`config.mk`:
```
export PLATFORM = sky130hd
export DESIGN_NAME = scht_cell
export DESIGN_NICKNAME = d
export VERILOG_FILES = /design/src/hw/rtl/swept_circle_hit_test_top_macros.svh /design/src/hw/rtl/scht_pkg.sv /design/src/hw/rtl/scht_cell.sv
export SDC_FILE = /design/constraint.sdc
export NUM_CORES = 1
export LEC_CHECK = 0
export BUFFER_PORTS_ARGS = -buffer_cell sky130_fd_sc_hd__buf_4
export CAP_MARGIN = 10
export CORE_AREA = 2 2 309 311
export CTS_CLUSTER_DIAMETER = 60
export DETAILED_ROUTE_END_ITERATION = 10
export DIE_AREA = 0 0 311 313
export MAX_ROUTING_LAYER = met4
export PLACE_DENSITY_LB_ADDON = 0.1
export SLEW_MARGIN = 10
export SYNTH_ARGS = -nofsm -noshare
export SYNTH_HDL_FRONTEND = slang
export SYNTH_SLANG_ARGS = --single-unit
```
`constraint.sdc`:
```
create_clock -name clk -period 8.35 [get_ports clk]
set_input_delay 0.835 -clock clk [delete_from_list [all_inputs] [get_ports clk]]
set_output_delay 0.835 -clock clk [all_outputs]
set_load 0.005 [all_outputs]
```
`src/hw/rtl/swept_circle_hit_test_top_macros.svh`:
```
// Assertion macros for the swept circle hit test block.
// Used by the top level; expects clk and rst_n in scope.
`ifndef SWEPT_CIRCLE_HIT_TEST_TOP_MACROS_SVH
`define SWEPT_CIRCLE_HIT_TEST_TOP_MACROS_SVH

// Consequent must hold in the same cycle as the antecedent.
`define SCHT_ASSERT_NOW(lbl, ante, cons, msg) \
  lbl: assert property (@(posedge clk) disable iff (!rst_n) (ante) |-> (cons)) \
    else $error(msg);

// Consequent must hold in the cycle after the antecedent.
`define SCHT_ASSERT_NEXT(lbl, ante, cons, msg) \
  lbl: assert property (@(posedge clk) disable iff (!rst_n) (ante) |=> (cons)) \
    else $error(msg);

`endif

```
`src/hw/rtl/scht_pkg.sv`:
```
// Package for the swept circle hit test block: payload types and constants.
// No dependencies.
`default_nettype none
package scht_pkg;

  localparam int CoordBits    = 24;
  localparam int ProdBits     = 2 * CoordBits;
  localparam int D2Bits       = ProdBits + 1;
  localparam int SqSteps      = (D2Bits + 1) / 2;
  localparam int SqNBits      = 2 * SqSteps;
  localparam int SqRootBits   = SqSteps;
  localparam int SqRemBits    = SqSteps + 2;
  localparam int DvRemBits    = D2Bits + 1;
  localparam int FractionBits = 17;
  localparam int SepBits      = 24;
  localparam logic [D2Bits-1:0]  MotionEps = D2Bits'(6);
  localparam logic [SepBits-1:0] SepMax    = {SepBits{1'b1}};

  // How the projection fraction is formed.
  localparam logic [1:0] TselDiv  = 2'd0;
  localparam logic [1:0] TselZero = 2'd1;
  localparam logic [1:0] TselOne  = 2'd2;

  typedef struct packed {
    logic signed [CoordBits-1:0] rel_x;
    logic signed [CoordBits-1:0] rel_y;
    logic signed [CoordBits-1:0] motion_x;
    logic signed [CoordBits-1:0] motion_y;
    logic signed [CoordBits-1:0] rad_sum;
  } in_t;

  typedef struct packed {
    logic                    hit;
    logic [FractionBits-1:0] fraction;
    logic [SepBits-1:0]      separation;
  } out_t;

  // Data that rides along the iteration chain.
  typedef struct packed {
    logic signed [CoordBits-1:0] rel_x;
    logic signed [CoordBits-1:0] rel_y;
    logic                        mx_neg;
    logic                        my_neg;
    logic [CoordBits-1:0]        amx;
    logic [CoordBits-1:0]        amy;
    logic [CoordBits-1:0]        rad;
    logic [ProdBits-1:0]         rad2;
    logic                        start_in;
    logic                        tiny;
    logic [1:0]                  tsel;
  } side_t;

endpackage
`default_nettype wire

```
`src/hw/rtl/scht_cell.sv`:
```
// One cell of the iteration chain: a square root digit step and a
// restoring division step. Depends on scht_pkg.
`default_nettype none
module scht_cell
  import scht_pkg::*;
#(
  parameter int FRAC_BITS = 16,
  parameter bit SQ_EN     = 1'b1,
  parameter bit DV_EN     = 1'b1
) (
  input  wire logic                  clk,
  input  wire logic                  rst_n,
  input  wire logic                  adv,
  input  wire logic                  v_i,
  input  wire side_t                 side_i,
  input  wire logic [SqNBits-1:0]    sq_n_i,
  input  wire logic [SqRemBits-1:0]  sq_rem_i,
  input  wire logic [SqRootBits-1:0] sq_root_i,
  input  wire logic [DvRemBits-1:0]  dv_rem_i,
  input  wire logic [D2Bits-1:0]     dv_m2_i,
  input  wire logic [FRAC_BITS-1:0]  dv_q_i,
  output logic                       v_o,
  output side_t                      side_o,
  output logic [SqNBits-1:0]         sq_n_o,
  output logic [SqRemBits-1:0]       sq_rem_o,
  output logic [SqRootBits-1:0]      sq_root_o,
  output logic [DvRemBits-1:0]       dv_rem_o,
  output logic [D2Bits-1:0]          dv_m2_o,
  output logic [FRAC_BITS-1:0]       dv_q_o
);

  logic [SqNBits-1:0]    sq_n_nxt;
  logic [SqRemBits-1:0]  sq_rem_nxt;
  logic [SqRootBits-1:0] sq_root_nxt;
  logic [DvRemBits-1:0]  dv_rem_nxt;
  logic [FRAC_BITS-1:0]  dv_q_nxt;

  generate
    if (SQ_EN) begin : g_sq
      logic [SqRemBits-1:0] rem_sh;
      logic [SqRemBits-1:0] trial;
      logic                 ge;
      always_comb begin
        rem_sh      = {sq_rem_i[SqRemBits-3:0], sq_n_i[SqNBits-1 -: 2]};
        trial       = {sq_root_i, 2'b01};
        ge          = (rem_sh >= trial);
        sq_rem_nxt  = ge ? (rem_sh - trial) : rem_sh;
        sq_root_nxt = {sq_root_i[SqRootBits-2:0], ge};
        sq_n_nxt    = {sq_n_i[SqNBits-3:0], 2'b00};
      end
    end else begin : g_sq_pass
      always_comb begin
        sq_rem_nxt  = sq_rem_i;
        sq_root_nxt = sq_root_i;
        sq_n_nxt    = sq_n_i;
      end
    end

    if (DV_EN) begin : g_dv
      logic [DvRemBits-1:0] rem_sh;
      logic                 ge;
      always_comb begin
        rem_sh     = {dv_rem_i[DvRemBits-2:0], 1'b0};
        ge         = (rem_sh >= {1'b0, dv_m2_i});
        dv_rem_nxt = ge ? (rem_sh - {1'b0, dv_m2_i}) : rem_sh;
        dv_q_nxt   = {dv_q_i[FRAC_BITS-2:0], ge};
      end
    end else begin : g_dv_pass
      always_comb begin
        dv_rem_nxt = dv_rem_i;
        dv_q_nxt   = dv_q_i;
      end
    end
  endgenerate

  always_ff @(posedge clk) begin
    if (!rst_n) begin
      v_o <= 1'b0;
    end else if (adv) begin
      v_o <= v_i;
    end
  end

  always_ff @(posedge clk) begin
    if (adv) begin
      side_o    <= side_i;
      sq_n_o    <= sq_n_nxt;
      sq_rem_o  <= sq_rem_nxt;
      sq_root_o <= sq_root_nxt;
      dv_rem_o  <= dv_rem_nxt;
      dv_m2_o   <= dv_m2_i;
      dv_q_o    <= dv_q_nxt;
    end
  end

endmodule
`default_nettype wire

```
==> results.json <==
{
  "grt_pass1_vias": 14086,
  "post-place-ws_ns": 3.21,
  "crit_fanout": 69,
  "worstSkewPairLatency_ns": 0.64,
  "fin_nets": 2543,
  "cellLeakagePower_nw": 11.3,
  "die_y_um": 313,
  "status": "finished, final reports clean",
  "finalCritPeriodShare": 0.521,
  "ys.flop_type": "edfxtp_1",
  "grt-ovfl-total": 0,
  "power_density_nw_per_um2": 224,
  "wirelength_um": 70900,
  "finalHoldViolations": 0,
  "slowest_delay_ns": 0.64,
  "cts_buffer_depth": 3,
  "synth_seq_area_share": 0.677,
  "max-cap-violations": 0,
  "rows": 113,
  "drt_iter0_drc": 767,
  "timing.fmax_mhz": 230,
  "firstDrtPassIters": 7,
  "async_reset_ff_frac": 0,
  "gr-usage-all-layers": 0.144,
  "relSlewSlack": 0.323,
  "ant_nets": 0,
  "cts_resized": 0,
  "cp-end-kind": "register",
  "clock-sinks": 390,
  "slew_violations": 0,
  "layout_common_cells": "784 x buf_4, 389 x edfxtp_1, 99 x nand2_1",
  "portBuffers": 780,
  "start_util": 0.184,
  "synth.distinct_cells": 66,
  "post_cts_buffers": 0,
  "clkTransAtPathRegs_ns": 0.06,
  "min_path_type": "primary input to register",
  "cts_hold_buf": 0,
  "core_sq_um": 94200,
  "die-area_sq_um": 97300,
  "dp_hpwl_um": 56600,
  "synth_edf_count": 389,
  "path_class": "primary input to register",
  "setup_viol": 0,
  "crit_top_cell": "buf_4",
  "ys_warn_count": 0,
  "htree_levels": 2,
  "avgViaCountPerCell": 3.98,
  "layout_min_cycle_time_ns": 4.35,
  "finalSetupTns_ns": 0,
  "syn_area_per_cell_sq_um": 13.7,
  "arrival_ns": 4.75,
  "drive_above_1_share": 0.427,
  "drc": 0,
  "slowest_stage": "buf_4",
  "cp-start-kind": "primary input",
  "grt_max_degree": 125,
  "synth-seq-cells": 390,
  "wl_per_cell_um": 20.9,
  "antenna_found_initial": 5,
  "dr_total_vias": 13491,
  "ios": 787,
  "tightest_slew_ns": 1.02,
  "syn_inst": 1266,
  "clockRootBuffer": "clkbuf_16",
  "syn_to_final_growth_pct": 54.0,
  "ir_drop_mv": 0.167,
  "final_common_cell": "buf_4",
  "grt_pass1_wl_um": 101000,
  "die_w_um": 311,
  "numCtsBuffers": 59,
  "syn_area_sq_um": 17300,
  "gp_congestion": 0.852,
  "setup_ws_ns": 4.00,
  "critPathRequiredTime_ns": 8.74,
  "rsz0062_at_grt": "no",
  "fin_skew_ns": 0,
  "path_cells": "buf_4 > inv_1 > ha_1 > a21o_1 > a311oi_1 > nor2_1 > nor3_2 > a311o_1 > a311oi_2 > nor2_4 > buf_4 > mux2_2",
  "cts_tree": "done"
}
## state kept, by name, summed over array words and instances (netlist names)
name,count
dv_m2_o,49
dv_q_o,16
dv_rem_o,50
side_o,174
sq_n_o,48
sq_rem_o,27
sq_root_o,25
v_o,1
## cells in the mapped netlist, types with 19 or more instances
master | instances | area [sq um]
a21oi_1 | 69 | 345
nand4_1 | 19 | 119
xnor2_1 | 32 | 280
inv_1 | 98 | 368
edfxtp_1 | 389 | 11700
o21ai_0 | 85 | 425
nand3_1 | 20 | 100
nor2_1 | 55 | 206
clkbuf_1 | 33 | 124
xor2_1 | 23 | 201
ha_1 | 76 | 951
nand2_1 | 99 | 372
a21o_1 | 49 | 368
## cells by family (layout without fill, tap and decap cells)
| family | count (synthesis) | in the layout | share of synthesized area |
|---|---|---|---|
| other | 1 | 7 | 0.000217 |
| flip-flops | 390 | 390 | 0.677 |
| AO/OA/AOI/OAI | 319 | 319 | 0.120 |
| multiplexers | 24 | 24 | 0.0152 |
| AND/OR/NAND/NOR | 257 | 257 | 0.0705 |
| XOR/XNOR | 55 | 55 | 0.0279 |
| adder cells (fa/ha/maj) | 77 | 77 | 0.0562 |
| buffers and inverters | 143 | 995 | 0.0330 |
## worst paths after layout
kind / startpoint / end / slack, ns / cells after the start
worst min-delay path: sq_n_i[45] / sq_n_o[47]$_DFFE_PP_ / 0.37 / 1
worst max-delay path: dv_m2_i[7] / dv_rem_o[25]$_DFFE_PP_ / 4.00 / 12
worst max register to register: v_o$_SDFFE_PN0P_ / v_o$_SDFFE_PN0P_ / 7.74 / 2
worst min register to register: v_o$_SDFFE_PN0P_ / v_o$_SDFFE_PN0P_ / 0.54 / 2
## critical path, delay by kind of cell
kind            cells  cell delay (ns)
compound gates      4             1.25
mux                 1             0.41
simple gates        3             0.96
buf+inv             3             0.83
fa+ha+maj           1             0.37
## metal layers
layer / part of all wire / wire [um] / track usage
met3: 0.073 / 5190 / 0.0462
met2: 0.54 / 38300 / 0.264
met1: 0.37 / 26200 / 0.150
met4: 0.017 / 1190 / 0.0311
met5: 0 / 0 / -
## area by class of cell
cell class,count,area (sq um)
Clock inverter,37,437
Tap cell,1265,1580
Multi-Input combinational cell,734,5020
Inverter,99,372
Fill cell,9881,67500
Sequential cell,390,11700
Clock buffer,72,1550
Antenna cell,5,12.5
Timing Repair Buffer,787,5940
## power by group
part | leakage (nW) | switching, mW | internal (mW) | total [mW]
Clock | 0.961 | 0.979 | 1.54 | 2.52
Combinational | 6.52 | 0.501 | 0.505 | 1.01
Sequential | 3.81 | 0.0542 | 2.38 | 2.43
Total | 11.3 | 1.53 | 4.42 | 5.96
## per-stage QoR
step / power (mW) / hold slack (ns) / std cells / instance area, sq um / utilization
finish: 5.96 / 0.366 / 3389 / 26600 / 0.283
global route: 6.24 / 0.296 / 3388 / 26600 / 0.283
CTS: 6.09 / 0.292 / 3384 / 26600 / 0.282
detailed placement: 3.50 / 0.538 / 3275 / 24600 / 0.261
global placement: 3.50 / 0.512 / 3275 / 24600 / 0.261
floorplan: 2.84 / 0.507 / 1267 / 17300 / -
(Power assumes the default switching activity.)
